--- config.mk ---
export PLATFORM = sky130hd
export DESIGN_NAME = http_response_header_parser_top_flat
export DESIGN_NICKNAME = d
export VERILOG_FILES = /design/src/sv/hrhp_pkg.sv /design/src/sv/hrhp_byte_if.sv /design/src/sv/hrhp_result_if.sv /design/src/sv/hrhp_line_state.sv /design/src/sv/http_response_header_parser_top.sv /design/src/flat_wrapper.sv
export SDC_FILE = /design/constraint.sdc
export NUM_CORES = 1
export LEC_CHECK = 0
export ABC_CLOCK_PERIOD_IN_PS = 9400
export BUFFER_PORTS_ARGS = -buffer_cell sky130_fd_sc_hd__buf_2
export CAP_MARGIN = 20
export CORE_MARGIN = 4
export CORE_UTILIZATION = 30
export CTS_CLUSTER_DIAMETER = 30
export DETAILED_ROUTE_END_ITERATION = 12
export PLACE_DENSITY_LB_ADDON = 0.2
export SLEW_MARGIN = 10
export SYNTH_ARGS = -nofsm -noshare
export SYNTH_HDL_FRONTEND = slang
export SYNTH_SLANG_ARGS = --single-unit
--- constraint.sdc ---
create_clock -name clk -period 9.4 [get_ports clk]
set_input_delay 0.94 -clock clk [delete_from_list [all_inputs] [get_ports clk]]
set_output_delay 0.94 -clock clk [all_outputs]
set_load 0.03 [all_outputs]
--- src/sv/hrhp_pkg.sv ---
// shared types and constants of the http response header parser
// no dependencies; used by hrhp_line_state and the top level
`default_nettype none

package hrhp_pkg;

  // characters of interest
  localparam logic [7:0] CH_LF    = 8'h0A;
  localparam logic [7:0] CH_CR    = 8'h0D;
  localparam logic [7:0] CH_TAB   = 8'h09;
  localparam logic [7:0] CH_VT    = 8'h0B;
  localparam logic [7:0] CH_FF    = 8'h0C;
  localparam logic [7:0] CH_SPACE = 8'h20;
  localparam logic [7:0] CH_COLON = 8'h3A;
  localparam logic [7:0] CH_PLUS  = 8'h2B;
  localparam logic [7:0] CH_MINUS = 8'h2D;
  localparam logic [7:0] CH_ZERO  = 8'h30;
  localparam logic [7:0] CH_NINE  = 8'h39;
  localparam logic [7:0] CH_UPPER_A = 8'h41;
  localparam logic [7:0] CH_UPPER_Z = 8'h5A;

  localparam int unsigned LINE_LEN_BITS = 5;
  localparam logic [LINE_LEN_BITS-1:0] NAME_LEN = 5'd14;
  localparam logic [LINE_LEN_BITS-1:0] LINE_LEN_MAX = '1;

  // last four characters " 200" before a closing space
  localparam logic [31:0] STATUS_TAIL = 32'h2032_3030;

  typedef enum logic [2:0] {
    EV_NONE        = 3'd0,
    EV_HEADERS_END = 3'd1,
    EV_BODY_LAST   = 3'd2,
    EV_BAD_STATUS  = 3'd3,
    EV_BAD_LENGTH  = 3'd4,
    EV_NO_LENGTH   = 3'd5,
    EV_IGNORED     = 3'd6
  } event_t;

  typedef enum logic [4:0] {
    PH_STATUS  = 5'b00001,
    PH_HEADERS = 5'b00010,
    PH_BODY    = 5'b00100,
    PH_DONE    = 5'b01000,
    PH_FAILED  = 5'b10000
  } phase_t;

  typedef enum logic [5:0] {
    VS_BEFORE_COLON = 6'b000001,
    VS_SKIP         = 6'b000010,
    VS_POS          = 6'b000100,
    VS_NEG          = 6'b001000,
    VS_STOP         = 6'b010000,
    VS_NEG_STOP     = 6'b100000
  } scan_t;

  // per-byte commands from the top level to the line tracker
  typedef struct packed {
    logic       take;
    logic       restart;
    logic       end_line;
    logic       feed_cr;
    logic       feed_char;
    logic [7:0] ch;
  } line_ctrl_t;

  // line summary used when a line ends
  typedef struct packed {
    logic empty;
    logic name_hit;
    logic status_ok;
    logic value_ok;
  } line_stat_t;

  function automatic logic [7:0] lower_of(logic [7:0] c);
    if (c >= CH_UPPER_A && c <= CH_UPPER_Z) begin
      return c + 8'd32;
    end
    return c;
  endfunction

  // lower-case "content-length"
  function automatic logic [7:0] name_char(logic [3:0] idx);
    case (idx)
      4'd0:    return 8'h63;
      4'd1:    return 8'h6F;
      4'd2:    return 8'h6E;
      4'd3:    return 8'h74;
      4'd4:    return 8'h65;
      4'd5:    return 8'h6E;
      4'd6:    return 8'h74;
      4'd7:    return 8'h2D;
      4'd8:    return 8'h6C;
      4'd9:    return 8'h65;
      4'd10:   return 8'h6E;
      4'd11:   return 8'h67;
      4'd12:   return 8'h74;
      4'd13:   return 8'h68;
      default: return 8'h00;
    endcase
  endfunction

endpackage

`default_nettype wire

--- src/sv/hrhp_byte_if.sv ---
// input byte channel of the http response header parser
// no dependencies
`default_nettype none

interface hrhp_byte_if;
  logic       valid;
  logic       ready;
  logic [7:0] data_byte;
  logic       new_response;

  modport source (output valid, output data_byte, output new_response, input ready);
  modport sink (input valid, input data_byte, input new_response, output ready);
endinterface

`default_nettype wire

--- src/sv/hrhp_result_if.sv ---
// result channel of the http response header parser
// no dependencies; LENGTH_BITS must match the parser's
`default_nettype none

interface hrhp_result_if #(
  parameter int unsigned LENGTH_BITS = 31
);
  logic                   valid;
  logic                   ready;
  logic                   body_valid;
  logic [7:0]             body_byte;
  logic [2:0]             event_res;
  logic [LENGTH_BITS-1:0] declared_length;
  logic [LENGTH_BITS-1:0] bytes_received;

  modport source (
    output valid, output body_valid, output body_byte, output event_res,
    output declared_length, output bytes_received, input ready
  );
  modport sink (
    input valid, input body_valid, input body_byte, input event_res,
    input declared_length, input bytes_received, output ready
  );
endinterface

`default_nettype wire

--- src/sv/hrhp_line_state.sv ---
// per-line tracking: name match, status tail, content-length value scan
// depends on hrhp_pkg
`default_nettype none

module hrhp_line_state #(
  parameter int unsigned LENGTH_BITS = 31
) (
  input  wire logic                    clk,
  input  wire logic                    rst,
  input  wire hrhp_pkg::line_ctrl_t    ctrl,
  output hrhp_pkg::line_stat_t         stat,
  output logic [LENGTH_BITS-1:0]       value
);

  localparam logic [LENGTH_BITS-1:0] LEN_MAX = '1;

  typedef struct packed {
    logic [hrhp_pkg::LINE_LEN_BITS-1:0] len;
    logic                               name_ok;
    logic [31:0]                        recent;
    logic                               status_ok;
    hrhp_pkg::scan_t                    scan;
    logic [LENGTH_BITS-1:0]             acc;
  } line_t;

  localparam line_t LINE_CLEAR = '{
    len: '0, name_ok: 1'b1, recent: '0, status_ok: 1'b0,
    scan: hrhp_pkg::VS_BEFORE_COLON, acc: '0
  };

  function automatic logic [LENGTH_BITS-1:0] accumulate(logic [LENGTH_BITS-1:0] acc,
                                                         logic [3:0] d);
    logic [LENGTH_BITS+3:0] wide;
    wide = ({4'b0, acc} << 3) + ({4'b0, acc} << 1) + {{LENGTH_BITS{1'b0}}, d};
    if (wide[LENGTH_BITS+3:LENGTH_BITS] != 4'd0) begin
      return LEN_MAX;
    end
    return wide[LENGTH_BITS-1:0];
  endfunction

  function automatic line_t feed(line_t s, logic [7:0] c);
    line_t r;
    logic  space;
    logic  digit;
    r = s;
    space = (c == hrhp_pkg::CH_SPACE) || (c == hrhp_pkg::CH_TAB) || (c == hrhp_pkg::CH_VT) ||
            (c == hrhp_pkg::CH_FF) || (c == hrhp_pkg::CH_CR);
    digit = (c >= hrhp_pkg::CH_ZERO) && (c <= hrhp_pkg::CH_NINE);
    if (s.len < hrhp_pkg::NAME_LEN &&
        hrhp_pkg::lower_of(c) != hrhp_pkg::name_char(s.len[3:0])) begin
      r.name_ok = 1'b0;
    end
    if (c == hrhp_pkg::CH_SPACE && s.recent == hrhp_pkg::STATUS_TAIL) begin
      r.status_ok = 1'b1;
    end
    r.recent = {s.recent[23:0], c};
    case (s.scan)
      hrhp_pkg::VS_BEFORE_COLON: begin
        if (c == hrhp_pkg::CH_COLON) begin
          r.scan = hrhp_pkg::VS_SKIP;
        end
      end
      hrhp_pkg::VS_SKIP: begin
        if (!space) begin
          if (c == hrhp_pkg::CH_PLUS) begin
            r.scan = hrhp_pkg::VS_POS;
          end else if (c == hrhp_pkg::CH_MINUS) begin
            r.scan = hrhp_pkg::VS_NEG;
          end else if (digit) begin
            r.scan = hrhp_pkg::VS_POS;
            r.acc = accumulate(s.acc, c[3:0]);
          end else begin
            r.scan = hrhp_pkg::VS_STOP;
          end
        end
      end
      hrhp_pkg::VS_POS: begin
        if (digit) begin
          r.acc = accumulate(s.acc, c[3:0]);
        end else begin
          r.scan = hrhp_pkg::VS_STOP;
        end
      end
      hrhp_pkg::VS_NEG: begin
        if (digit) begin
          r.acc = accumulate(s.acc, c[3:0]);
        end else begin
          r.scan = hrhp_pkg::VS_NEG_STOP;
        end
      end
      default: begin
      end
    endcase
    if (s.len != hrhp_pkg::LINE_LEN_MAX) begin
      r.len = s.len + 1'b1;
    end
    return r;
  endfunction

  line_t line;
  line_t line_base;
  line_t line_cr;
  line_t line_next;

  always_comb begin
    line_base = ctrl.restart ? LINE_CLEAR : line;
    // a held carriage return that turned out to be data goes in first
    line_cr   = ctrl.feed_cr ? feed(line_base, hrhp_pkg::CH_CR) : line_base;
    line_next = ctrl.feed_char ? feed(line_cr, ctrl.ch) : line_cr;
    if (ctrl.end_line) begin
      line_next = LINE_CLEAR;
    end
  end

  always_comb begin
    stat.empty     = (line_base.len == '0);
    stat.name_hit  = line_base.name_ok && (line_base.len >= hrhp_pkg::NAME_LEN);
    stat.status_ok = line_base.status_ok;
    stat.value_ok  = (line_base.scan != hrhp_pkg::VS_BEFORE_COLON) &&
                     (line_base.scan != hrhp_pkg::VS_NEG) &&
                     (line_base.scan != hrhp_pkg::VS_NEG_STOP) &&
                     (line_base.acc != '0);
    value          = line_base.acc;
  end

  always_ff @(posedge clk) begin
    if (rst) begin
      line <= LINE_CLEAR;
    end else if (ctrl.take) begin
      line <= line_next;
    end
  end

endmodule

`default_nettype wire

--- src/sv/http_response_header_parser_top.sv ---
// top level of the http response header parser
// depends on hrhp_pkg, hrhp_byte_if, hrhp_result_if and hrhp_line_state
//
// Takes an HTTP response one byte per transfer on byte_stream and returns
// exactly one result per byte on result_stream. A byte can be taken in every
// ready cycle: the whole per-byte decision is made from the state registers
// and the incoming byte, and the result is registered. A two-entry output
// stage (output register plus skid register) keeps byte_stream ready while
// one result waits for result_stream; ready only drops once both entries
// are full. Line endings are LF with an optional CR just before it; a CR is
// held back one byte until it is known not to be part of a line ending. The
// first non-empty line must carry " 200 ", a header whose name starts with
// Content-Length (any case) sets the declared length (saturating at
// 2^LENGTH_BITS-1, last one wins) if its value is positive, an empty line
// opens the body if a length is set, and body bytes are passed out and
// counted until the declared length is reached. Setting new_response
// restarts the parse with that byte. No clearing pass follows reset.
`default_nettype none

module http_response_header_parser_top #(
  parameter int unsigned LENGTH_BITS = 31
) (
  input wire logic            clk,
  input wire logic            rst,
  hrhp_byte_if.sink           byte_stream,
  hrhp_result_if.source       result_stream
);

  typedef struct packed {
    logic                   body_valid;
    logic [7:0]             body_byte;
    hrhp_pkg::event_t       event_res;
    logic [LENGTH_BITS-1:0] declared_length;
    logic [LENGTH_BITS-1:0] bytes_received;
  } result_t;

  localparam logic [LENGTH_BITS-1:0] LEN_MAX = '1;

  // parse state
  hrhp_pkg::phase_t       phase;
  hrhp_pkg::phase_t       phase_next;
  logic                   held_cr;
  logic                   held_cr_next;
  logic [LENGTH_BITS-1:0] length_value;
  logic [LENGTH_BITS-1:0] length_value_next;
  logic [LENGTH_BITS-1:0] body_count;
  logic [LENGTH_BITS-1:0] body_count_next;

  // values after an optional restart, before this byte
  hrhp_pkg::phase_t       phase_base;
  logic                   held_cr_base;
  logic [LENGTH_BITS-1:0] length_base;
  logic [LENGTH_BITS-1:0] count_base;

  // output stage
  logic    out_valid;
  result_t out_data;
  logic    skid_valid;
  result_t skid_data;
  result_t res;

  logic take;
  logic out_fire;
  logic [7:0] ch;

  hrhp_pkg::line_ctrl_t   line_ctrl;
  hrhp_pkg::line_stat_t   line_stat;
  logic [LENGTH_BITS-1:0] line_value;

  assign byte_stream.ready = !skid_valid;
  assign take     = byte_stream.valid && byte_stream.ready;
  assign out_fire = out_valid && result_stream.ready;
  assign ch       = byte_stream.data_byte;

  hrhp_line_state #(
    .LENGTH_BITS (LENGTH_BITS)
  ) u_line_state (
    .clk   (clk),
    .rst   (rst),
    .ctrl  (line_ctrl),
    .stat  (line_stat),
    .value (line_value)
  );

  // a new response starts from the reset values with this very byte
  always_comb begin
    if (byte_stream.new_response) begin
      phase_base   = hrhp_pkg::PH_STATUS;
      held_cr_base = 1'b0;
      length_base  = '0;
      count_base   = '0;
    end else begin
      phase_base   = phase;
      held_cr_base = held_cr;
      length_base  = length_value;
      count_base   = body_count;
    end
  end

  always_comb begin
    phase_next        = phase_base;
    held_cr_next      = held_cr_base;
    length_value_next = length_base;
    body_count_next   = count_base;

    line_ctrl.take      = take;
    line_ctrl.restart   = byte_stream.new_response;
    line_ctrl.end_line  = 1'b0;
    line_ctrl.feed_cr   = 1'b0;
    line_ctrl.feed_char = 1'b0;
    line_ctrl.ch        = ch;

    res.body_valid = 1'b0;
    res.body_byte  = '0;
    res.event_res  = hrhp_pkg::EV_NONE;

    case (phase_base)
      hrhp_pkg::PH_STATUS, hrhp_pkg::PH_HEADERS: begin
        if (ch == hrhp_pkg::CH_LF) begin
          held_cr_next       = 1'b0;
          line_ctrl.end_line = 1'b1;
          if (phase_base == hrhp_pkg::PH_STATUS) begin
            // blank lines ahead of the status line are skipped
            if (!line_stat.empty) begin
              if (line_stat.status_ok) begin
                phase_next = hrhp_pkg::PH_HEADERS;
              end else begin
                phase_next    = hrhp_pkg::PH_FAILED;
                res.event_res = hrhp_pkg::EV_BAD_STATUS;
              end
            end
          end else if (line_stat.empty) begin
            // end of headers
            if (length_base == '0) begin
              phase_next    = hrhp_pkg::PH_FAILED;
              res.event_res = hrhp_pkg::EV_NO_LENGTH;
            end else begin
              phase_next    = hrhp_pkg::PH_BODY;
              res.event_res = hrhp_pkg::EV_HEADERS_END;
            end
          end else if (line_stat.name_hit) begin
            if (line_stat.value_ok) begin
              length_value_next = line_value;
            end else begin
              phase_next    = hrhp_pkg::PH_FAILED;
              res.event_res = hrhp_pkg::EV_BAD_LENGTH;
            end
          end
        end else begin
          // held cr was not a line ending: it is line data after all
          line_ctrl.feed_cr   = held_cr_base;
          line_ctrl.feed_char = (ch != hrhp_pkg::CH_CR);
          held_cr_next        = (ch == hrhp_pkg::CH_CR);
        end
      end
      hrhp_pkg::PH_BODY: begin
        if (count_base != LEN_MAX) begin
          body_count_next = count_base + 1'b1;
        end
        res.body_valid = 1'b1;
        res.body_byte  = ch;
        if (body_count_next >= length_base) begin
          phase_next    = hrhp_pkg::PH_DONE;
          res.event_res = hrhp_pkg::EV_BODY_LAST;
        end
      end
      default: begin
        // done or failed: bytes are ignored until the next response
        res.event_res = hrhp_pkg::EV_IGNORED;
      end
    endcase

    res.declared_length = length_value_next;
    res.bytes_received  = body_count_next;
  end

  always_ff @(posedge clk) begin
    if (rst) begin
      phase        <= hrhp_pkg::PH_STATUS;
      held_cr      <= 1'b0;
      length_value <= '0;
      body_count   <= '0;
    end else if (take) begin
      phase        <= phase_next;
      held_cr      <= held_cr_next;
      length_value <= length_value_next;
      body_count   <= body_count_next;
    end
  end

  // output register with skid entry behind it
  always_ff @(posedge clk) begin
    if (rst) begin
      out_valid  <= 1'b0;
      skid_valid <= 1'b0;
    end else if (skid_valid) begin
      if (out_fire) begin
        skid_valid <= 1'b0;
      end
    end else if (take) begin
      if (out_valid && !out_fire) begin
        skid_valid <= 1'b1;
      end else begin
        out_valid <= 1'b1;
      end
    end else if (out_fire) begin
      out_valid <= 1'b0;
    end
  end

  always_ff @(posedge clk) begin
    if (skid_valid) begin
      if (out_fire) begin
        out_data <= skid_data;
      end
    end else if (take) begin
      if (out_valid && !out_fire) begin
        skid_data <= res;
      end else begin
        out_data <= res;
      end
    end
  end

  assign result_stream.valid           = out_valid;
  assign result_stream.body_valid      = out_data.body_valid;
  assign result_stream.body_byte       = out_data.body_byte;
  assign result_stream.event_res       = out_data.event_res;
  assign result_stream.declared_length = out_data.declared_length;
  assign result_stream.bytes_received  = out_data.bytes_received;

endmodule

`default_nettype wire
--- src/flat_wrapper.sv ---
// flat-port wrapper written by rule: the top's interface ports become plain ports
module http_response_header_parser_top_flat 
#(
  parameter int unsigned LENGTH_BITS = 31
)
  (clk, rst, byte_stream_valid, byte_stream_data_byte, byte_stream_new_response, byte_stream_ready, result_stream_valid, result_stream_body_valid, result_stream_body_byte, result_stream_event_res, result_stream_declared_length, result_stream_bytes_received, result_stream_ready);
  hrhp_byte_if byte_stream_i ();
  hrhp_result_if #(.LENGTH_BITS(LENGTH_BITS)) result_stream_i ();
  input wire logic clk;
  input wire logic rst;
  input wire logic [$bits(byte_stream_i.valid)-1:0] byte_stream_valid;
  input wire logic [$bits(byte_stream_i.data_byte)-1:0] byte_stream_data_byte;
  input wire logic [$bits(byte_stream_i.new_response)-1:0] byte_stream_new_response;
  output wire logic [$bits(byte_stream_i.ready)-1:0] byte_stream_ready;
  output wire logic [$bits(result_stream_i.valid)-1:0] result_stream_valid;
  output wire logic [$bits(result_stream_i.body_valid)-1:0] result_stream_body_valid;
  output wire logic [$bits(result_stream_i.body_byte)-1:0] result_stream_body_byte;
  output wire logic [$bits(result_stream_i.event_res)-1:0] result_stream_event_res;
  output wire logic [$bits(result_stream_i.declared_length)-1:0] result_stream_declared_length;
  output wire logic [$bits(result_stream_i.bytes_received)-1:0] result_stream_bytes_received;
  input wire logic [$bits(result_stream_i.ready)-1:0] result_stream_ready;
  assign byte_stream_i.valid = byte_stream_valid;
  assign byte_stream_i.data_byte = byte_stream_data_byte;
  assign byte_stream_i.new_response = byte_stream_new_response;
  assign byte_stream_ready = byte_stream_i.ready;
  assign result_stream_valid = result_stream_i.valid;
  assign result_stream_body_valid = result_stream_i.body_valid;
  assign result_stream_body_byte = result_stream_i.body_byte;
  assign result_stream_event_res = result_stream_i.event_res;
  assign result_stream_declared_length = result_stream_i.declared_length;
  assign result_stream_bytes_received = result_stream_i.bytes_received;
  assign result_stream_i.ready = result_stream_ready;
  http_response_header_parser_top #(.LENGTH_BITS(LENGTH_BITS)) u_core (.clk(clk), .rst(rst), .byte_stream(byte_stream_i), .result_stream(result_stream_i));
endmodule
; ---- Word level (Yosys, flattened, before mapping)
; Memory sizes are Yosys's and may differ from the RTL's.
; Cells that the tools add are included.
[classes]
addsub = 6
multipliers = 0
n_div = 0
order_cmp = 8
n_eq_ne = 31
shift = 0
mux = 89
bitwise_logic = 1
n_reduce_logical = 28
[op_table]
columns = operator, n
row1 = two-way mux 31 bit, 20
row2 = two-way mux 76 bit, 4
row3 = two-way mux 74 bit, 4
row4 = one-hot mux 31 bit (3 select lines), 1
row5 = two-way mux 5 bit, 15
row6 = "equality test 8 x 4 -> 1 bit, second input constant", 5
row7 = two-way mux 37 bit, 1
row8 = adder 34 x 32 -> 35 bit, 1
row9 = adder 35 x 4 -> 35 bit, 1
row10 = "equality test 32 x 30 -> 1 bit, second input constant", 1
row11 = "equality test 8 x 6 -> 1 bit, second input constant", 4
row12 = "adder 31 x 1 -> 31 bit, second input constant", 1
row13 = >= comparator 31 bit, 1
row14 = zero test 31 bit, 1
row15 = "inequality test 31 bit, second input constant", 1
row16 = nonzero test 31 bit, 1
row17 = two-way mux 3 bit, 8
row18 = one-hot mux 6 bit (4 select lines), 1
row19 = two-way mux 1 bit, 23
row20 = two-way mux 6 bit, 3
row21 = two-way mux 8 bit, 2
row22 = "equality test 6 x 3 -> 1 bit, second input constant", 2
row23 = "equality test 6 x 4 -> 1 bit, second input constant", 2
row24 = logical AND 1 bit, 12
row25 = other kinds (35), 48
[word_totals]
ff_bits = 294
latch_bits = 0
ramBits = 0
mem_bits_ro = 224
input_bits = 13
out_inout_bits = 76
memories = 2
[memory_table]
columns = memory, depth, word_bits, rd, rd_clocked_by_memory_dff, wr, line
row1 = (name not given), 16, 7, 1, 0, 0, hrhp_pkg.sv:83  ; case (idx)
row2 = (name not given), 16, 7, 1, 0, 0, hrhp_pkg.sv:83

; ---- Logic depth before layout (Yosys ltp)
; Gate-level depths: netlist (run 1).
; An unclocked memory read counts as a cell.
[depth]
ltp_word = 23
depth_mapped = 27

; ---- Modules after synthesis
; Synthesis (run 1) repeated with hierarchy kept, for this count alone.
[unflattened]
hier_cells = 2063
hier_area_um2 = 18128.6
[modules_own_cells]
columns = mod, instances, cells_per_inst, area_per_inst_um2
row1 = http_response_header_parser_top, 1, 1082, 11045.6
row2 = hrhp_line_state, 1, 981, 7083.0

; ---- Worst setup path after synthesis (run 1)
; Ideal clock, no wire load.
[synth_path]
kind = input to register
from = input byte_stream_valid
to = register u_core.out_data (netlist bit u_core.result_stream.body_byte[0]), enable pin
setup_ps = 531
arrival_ps = 5360
required_time_ps = 8869
setup_slack_ps = 3510
stages = 5
n_path_buf = 2
path_cell_list = nor2b_1 > clkbuf_1 > clkbuf_1 > a21oi_1 > a21oi_1
[synth_via]
elab_chain_len = 3
[synth_rtl]
columns = item, line
row1 = from (decl), flat_wrapper.sv:11  ; input wire logic [$bits(byte_stream_i.valid)-1:0] byte_stream_valid;
row2 = logical AND 1 bit, http_response_header_parser_top.sv:71  ; assign take = byte_stream.valid && byte_stream.ready;
row3 = nonzero test 2 bit (no line), -
row4 = AND reduction 3 bit (no line), -
row5 = to (signal assigned), http_response_header_parser_top.sv:214  ; out_data <= skid_data;
row6 = to (signal assigned), http_response_header_parser_top.sv:220  ; out_data <= res;
row7 = to (decl), http_response_header_parser_top.sv:57  ; result_t out_data;
; No other way between the ends.
; A chain may end at the register's enable or synchronous reset.

==> results of run 1 <==
[layout by cell type, fill, tap and decap left out, drive strengths merged, types with 8 or more instances in the layout]
cell,Yosys,layout
o21ai,132,132
buf,25,110
mux2,59,59
ha,105,105
nor2b,44,44
and2,15,15
o41ai,9,9
nor3b,8,8
nor3,69,69
clkinv,1,18
o21a,10,10
nand2,238,238
a21o,25,25
nand4,34,34
nor4,34,34
a211oi,8,8
nand3,36,36
a2bb2oi,12,12
inv,46,49
clkbuf,91,95
and3,14,14
or3,12,12
nor2,230,230
xor2,37,37
edfxtp,148,148
xnor2,60,60
a31oi,12,12
dfxtp,146,146
a22oi,39,39
or2,10,10
a21oi,119,119
mux2i,18,18
clkinvlp,0,8
o31ai,25,25
[worst max path at each step]
stage                              from                                     endpoint  slack, ps  cells past startpoint
2_1_floorplan         byte_stream_valid  u_core.result_stream.body_byte[0]$_DFFE_PP_       3510                      5
3_3_place_gp   byte_stream_new_response  u_core.result_stream.event_res[1]$_DFFE_PP_       3400                     24
3_5_place_dp   byte_stream_new_response  u_core.result_stream.event_res[1]$_DFFE_PP_       3320                     24
4_1_cts        byte_stream_new_response  u_core.result_stream.event_res[1]$_DFFE_PP_       3920                     24
5_1_grt        byte_stream_new_response  u_core.result_stream.event_res[1]$_DFFE_PP_       3460                     21
6_report       byte_stream_new_response  u_core.result_stream.event_res[1]$_DFFE_PP_       3900                     21
[critical path, cell delays in order]
cell and delay (ps):
buf_4 240, inv_2 460, nand2_1 210, inv_1 90, ha_1 180, nand4b_1 160
or3_1 530, a31oi_1 320, and3_1 270, nand3_1 240, or3_1 410, a21oi_1 160
ha_1 260, nand4_1 120, nor4_1 80, nor3_1 130, o211ai_1 110, o21a_1 200
nor3_1 250, o21ai_0 160, mux2_2 280
[area by class of cell]
type	count	area share, %
clock inverters	31	1.41
well taps	765	4.52
inverters	47	0.851
flip-flops and latches	294	34.8
clock buffers	95	9.41
multi-input cells	1507	46.1
repair buffers	110	2.90
[registers in the layout, summed over array words and instances (netlist names)]
| name | cells |
|---|---|
| u_core.held_cr | 1 |
| u_core.skid_valid | 1 |
| u_core.body_count | 31 |
| u_core.result_stream.valid | 1 |
| u_core.phase | 5 |
| u_core.result_stream.declared_length | 31 |
| u_core.skid_data | 74 |
| u_core.length_value | 31 |
| u_core.result_stream.body_byte | 8 |
| u_core.result_stream.event_res | 3 |
| u_core.u_line_state.line | 76 |
| u_core.result_stream.bytes_received | 31 |
| u_core.result_stream.body_valid | 1 |
[power by group]
| group | internal [mW] | leakage, nW | total (mW) | switching [mW] |
|---|---|---|---|---|
| logic | 0.0936 | 4.78 | 0.328 | 0.234 |
| registers | 1.41 | 2.57 | 1.43 | 0.0266 |
| clock network | 1.56 | 1.10 | 2.31 | 0.752 |
| total | 3.06 | 8.45 | 4.07 | 1.01 |
[per-layer routing]
layer / wire length, um / vias to the layer above / global-route usage, % / share of wire (%)
li1: - / 7305 / - / -
met1: 25100 / 7215 / 22.8 / 45
met2: 26500 / 406 / 28.4 / 47
met3: 2560 / 98 / 2.40 / 4.6
met4: 1800 / 0 / 6.85 / 3.2
met5: 0 / - / 0 / 0
[cell families after synthesis]
group,share of synthesized area (%)
mux,4.86
buf+inv,4.01
compound gates,16.8
flops,41.4
xor+xnor,4.82
fa+ha+maj,7.50
simple gates,20.6
[through the flow]
stage	util [%]	power (mW)
after floorplan	-	1.68
after global placement	32.4	1.78
after detailed placement	32.4	1.79
after CTS	36.4	4.13
after global routing	36.4	4.22
final	36.4	4.07
==> flow_summary.toml, run 1 <==
[sta]
skew_ps = 25.4
fmax_ghz = 0.182
slew_viol_final = 0
finalHoldWorstSlack_ps = 461
postLayoutSetupSlackWorst_ps = 3900
period_minus_slack_ps = 5500
maxSlewHeadroom_pct = 28.5
setup_viol = 0
worst_slew_pin_slew_ps = 1070
setup_tns_ps = 0
finalHoldViolCount = 0
period_share_pct = 58.5
rsz0062_at_grt = "no"

[global_route]
grt_max_degree = 79
first_global_vias = 14800
globalRouteOverflowTotal = 0
grtUsageTotal_pct = 17.2
grt_pass1_wl_um = 86500
grt_antenna_before_repair = 0

[worst_hold_path]
min_from = "u_core.u_line_state.line[24]$_SDFFE_PP0P_"
whs_endpoint = "u_core.u_line_state.line[24]$_SDFFE_PP0P_"
hold_depth = 2
min_path_type = "flip-flop to flip-flop"

[synth]
synth_top_area_share_pct = 25.0
synth.largest_area_cell = "edfxtp_1"
ys_seq_area_share_pct = 41.4
ys_types = 96
ys_ff_latch = 294
synth_edf_count = 148
synth_cells = 1965
synth_area_leaders = "edfxtp_1 (25%), dfxtp_1 (16%), ha_1 (7.4%), nand2_1 (5.0%), nor2_1 (4.8%)"
async_flop_share_pct = 0
syn_avg_cell_area_um2 = 9.05
ys.flop_type = "edfxtp_1"
syn-num-nets = 2084
yosysWarnings = 0
synthTopCellsByCount = "nand2_1 (237), nor2_1 (227), edfxtp_1 (148)"
syn_area_um2 = 17800
yosysMostFrequentCell = "nand2_1"

[routing]
dr.pass1.iters = 5
vias = 15000
drc = 0
via_per_inst = 5.27
drt-initial-drc-count = 1086
ant_nets = 0
wl_per_cell_um = 19.6
totalWireLength_um = 56000

[floorplanning]
dieArea_um2 = 63200
core_area_um2 = 58100
rows = 88
die_w_um = 251
dieHeight_um = 251
io_pins = 89
start_util_pct = 30.6

[critical_path]
crit_path_max_fanout = 43
startpoint_type = "primary input"
cp.arrival_ps = 5830
criticalPathCategory = "primary input to flip-flop"
r2r_start = "u_core.body_count[1]$_SDFFE_PP0P_"
end_kind = "flip-flop"
reg2reg_to = "u_core.result_stream.event_res[1]$_DFFE_PP_"
crit_required_ps = 9730
ff2ff_setup_slack_ps = 4680
r2r_cells = 18

[power_and_ir_drop]
ir_worst_vdd_mv = 0.112
power_density_nw_per_um2 = 193
power_leakage_nw = 8.45

[cells_and_area]
n_fill_cell = 5922
final_area_um2 = 21200
regArea_um2 = 7370
syn2layout_area_growth_pct = 19.0
multi_input_area_um2 = 9750
finalNonFillerCells = 2849
antenna_cells = 0
final_layout_size_suffix_gt1_share_pct = 15.7
fin_nets = 2149

[cts]
clock-sinks = 294
clock_latency_ps = 580
cts_setup_buffers = 0
clockBufferDepth = 3
clk_pin_slew_worst_paths_ps = 50
cts_tree = "yes"
numCtsBuffers = 70
clockRootBuffer = "clkbuf_16"
cts-resized-gates = 0
cts_max_level = 3
holdBufCountCts = 0

[placement]
port_buffers = 88
gp_congestion = 0.910
dp.cells = 2722
placed_area_um2 = 18900
pre_cts_ws_ps = 3320
dp_hpwl_um = 40300

[run_status]
status = "complete, no violations"

[flow_run]
drv_cap = 0
No activity file was read; power rests on OpenSTA's default activity.
==> run 2, diff against run 1 <==
Settings changed: ABC_CLOCK_PERIOD_IN_PS 9400 to 5800.
Clock period 9.4 ns to 5.8 ns, I/O delays scaled along.
==> run 2 against run 1 <==
Count of clock-buffer cells in the layout stayed put. Largest power group unchanged. Critical path type is now flip-flop to flip-flop. Via count grew 0.85%. First-iteration DRC count grew 18%. Highest routed layer unchanged. Sequential share of layout area down 0.46 points. Cell area increased by 1.3%. Combinational power increased by 64%.
==> flow_summary.toml, run 2 (same netlist as run 1, synthesis figures left out) <==
[critical_path]
end_kind = "flip-flop"
crit_start = "u_core.body_count[1]$_SDFFE_PP0P_"
reg2reg_to = "u_core.result_stream.event_res[1]$_DFFE_PP_"
crit_family = "simple AND/OR/NAND/NOR gates"
crit_required_ps = 6130
crit_path_max_fanout = 7
cp_slowest_stage_delay_ps = 540
startpoint_type = "flip-flop"
r2r_start = "u_core.body_count[1]$_SDFFE_PP0P_"
r2r_cells = 18
cp.arrival_ps = 5310
worstPathCellList = "nor2b_1 > ha_1 > nand4b_1 > or3_1 > a31oi_1 > and3_1 > nand3_1 > or3_1 > a21oi_1 > ha_1 > nand4_1 > nor4_1 > nor3_1 > o211ai_1 > o21a_1 > nor3_1 > o21ai_0 > mux2_2"
crit_buf_inv = 0
ff2ff_setup_slack_ps = 820
criticalPathCategory = "flip-flop to flip-flop"
slowest_stage = "or3_1"

[cells_and_area]
final_layout_size_suffix_gt1_share_pct = 16.2
largest_reg_flops = 76
top_regs = "u_core.u_line_state.line x76, u_core.skid_data x74"
final_common_cell = "nand2_1"
final_area_um2 = 21400
fin_nets = 2162
final_cell_mix = "nand2_1 (236), nor2_1 (226), edfxtp_1 (148)"
top_register = "u_core.u_line_state.line"
n_fill_cell = 5914
antenna_cells = 0
syn2layout_area_growth_pct = 20.6

[routing]
drt-initial-drc-count = 1279
wl_per_cell_um = 19.9
vias = 15200
totalWireLength_um = 57000
via_per_inst = 5.29
drc = 0
ant_nets = 0
dr.pass1.iters = 5

[floorplanning]
die_w_um = 251
dieArea_um2 = 63200
core_area_um2 = 58100
start_util_pct = 30.6
rows = 88
io_pins = 89
dieHeight_um = 251

[placement]
gp_congestion = 0.867
dp_hpwl_um = 41200
port_buffers = 88
pre_cts_ws_ps = 432
placed_area_um2 = 18900

[sta]
rsz0062_at_grt = "no"
skew_ps = 27.3
slew_viol_final = 0
setup_viol = 0
fmax_ghz = 0.201
finalHoldWorstSlack_ps = 208
period_minus_slack_ps = 4980
finalHoldViolCount = 0
postLayoutSetupSlackWorst_ps = 821
setup_tns_ps = 0
period_share_pct = 85.8
maxSlewHeadroom_pct = 34.0
worst_slew_pin_slew_ps = 988

[global_route]
grt_pass1_wl_um = 88000
globalRouteOverflowTotal = 0
grt_antenna_before_repair = 0
first_global_vias = 15000
grtUsageTotal_pct = 17.5
grt_max_degree = 69

[cts]
cts-resized-gates = 0
clockBufferDepth = 3
clock_latency_ps = 590
cts_setup_buffers = 0
clock-sinks = 294
holdBufCountCts = 0
cts_tree = "yes"
numCtsBuffers = 72
clockRootBuffer = "clkbuf_16"
cts_max_level = 3
clk_pin_slew_worst_paths_ps = 40

[worst_hold_path]
hold_depth = 2
min_from = "result_stream_ready"
min_path_type = "primary input to flip-flop"
whs_endpoint = "u_core.skid_valid$_SDFF_PP0_"

[flow_run]
drv_cap = 0

[power_and_ir_drop]
power_density_nw_per_um2 = 324
ir_worst_vdd_mv = 0.286
power_leakage_nw = 8.60

[run_status]
status = "complete, no violations"
-- run 2: cell types whose count changed in the layout (fill, tap and decap cells not counted), sizes merged --
cell | before | now
buf | 110 | 121
clkinvlp | 8 | 7
inv | 49 | 47
clkinv | 18 | 20
bufinv | 3 | 10
-- run 2: worst register-to-register path: stages, from the launching register on --
cell,delay [ps]
dfxtp_1,340
nor2b_1,230
ha_1,230
nand4b_1,150
or3_1,540
a31oi_1,360
and3_1,280
nand3_1,270
or3_1,420
a21oi_1,180
ha_1,270
nand4_1,130
nor4_1,100
nor3_1,140
o211ai_1,120
o21a_1,200
nor3_1,300
o21ai_0,180
mux2_2,290
-- run 2: how the worst max path moves through the flow --
stage	endpoint	cells after the start
6_report	u_core.result_stream.event_res[1]$_DFFE_PP_	18
5_1_grt	u_core.result_stream.event_res[1]$_DFFE_PP_	18
4_1_cts	u_core.result_stream.event_res[1]$_DFFE_PP_	18
3_5_place_dp	u_core.result_stream.event_res[1]$_DFFE_PP_	19
3_3_place_gp	u_core.u_line_state.line[4]$_SDFFE_PP0P_	17
2_1_floorplan	u_core.result_stream.body_byte[0]$_DFFE_PP_	5
-- run 2: routing by layer --
metal | routed length, um | GRT usage, %
met1 | 25600 | 23.0
met2 | 26800 | 28.7
met3 | 2880 | 3.14
met4 | 1790 | 7.31
met5 | 0 | 0
-- run 2: per-stage QoR --
stage	utilization, %	std cells	power, mW
after CTS	36.9	2864	7.03
after detailed placement	32.6	2732	2.90
final	36.9	2866	6.94
after global placement	32.6	2732	2.90
after global routing	36.9	2866	7.19
after floorplan	-	1965	2.73
-- run 2: layout make-up --
cell class                      count  area, um^2  area share (%)
Inverter                           47         180           0.840
Multi-Input combinational cell   1507        9750            45.5
Timing Repair Buffer              121         706            3.29
Clock inverter                     37         474            2.21
Sequential cell                   294        7370            34.4
Clock buffer                       95        2000            9.34
Tap cell                          765         957            4.46
-- run 2: report_power, final --
group	internal, mW	switching [mW]
Clock	2.86	1.23
Combinational	0.156	0.383
Sequential	2.28	0.0438
Total	5.29	1.65
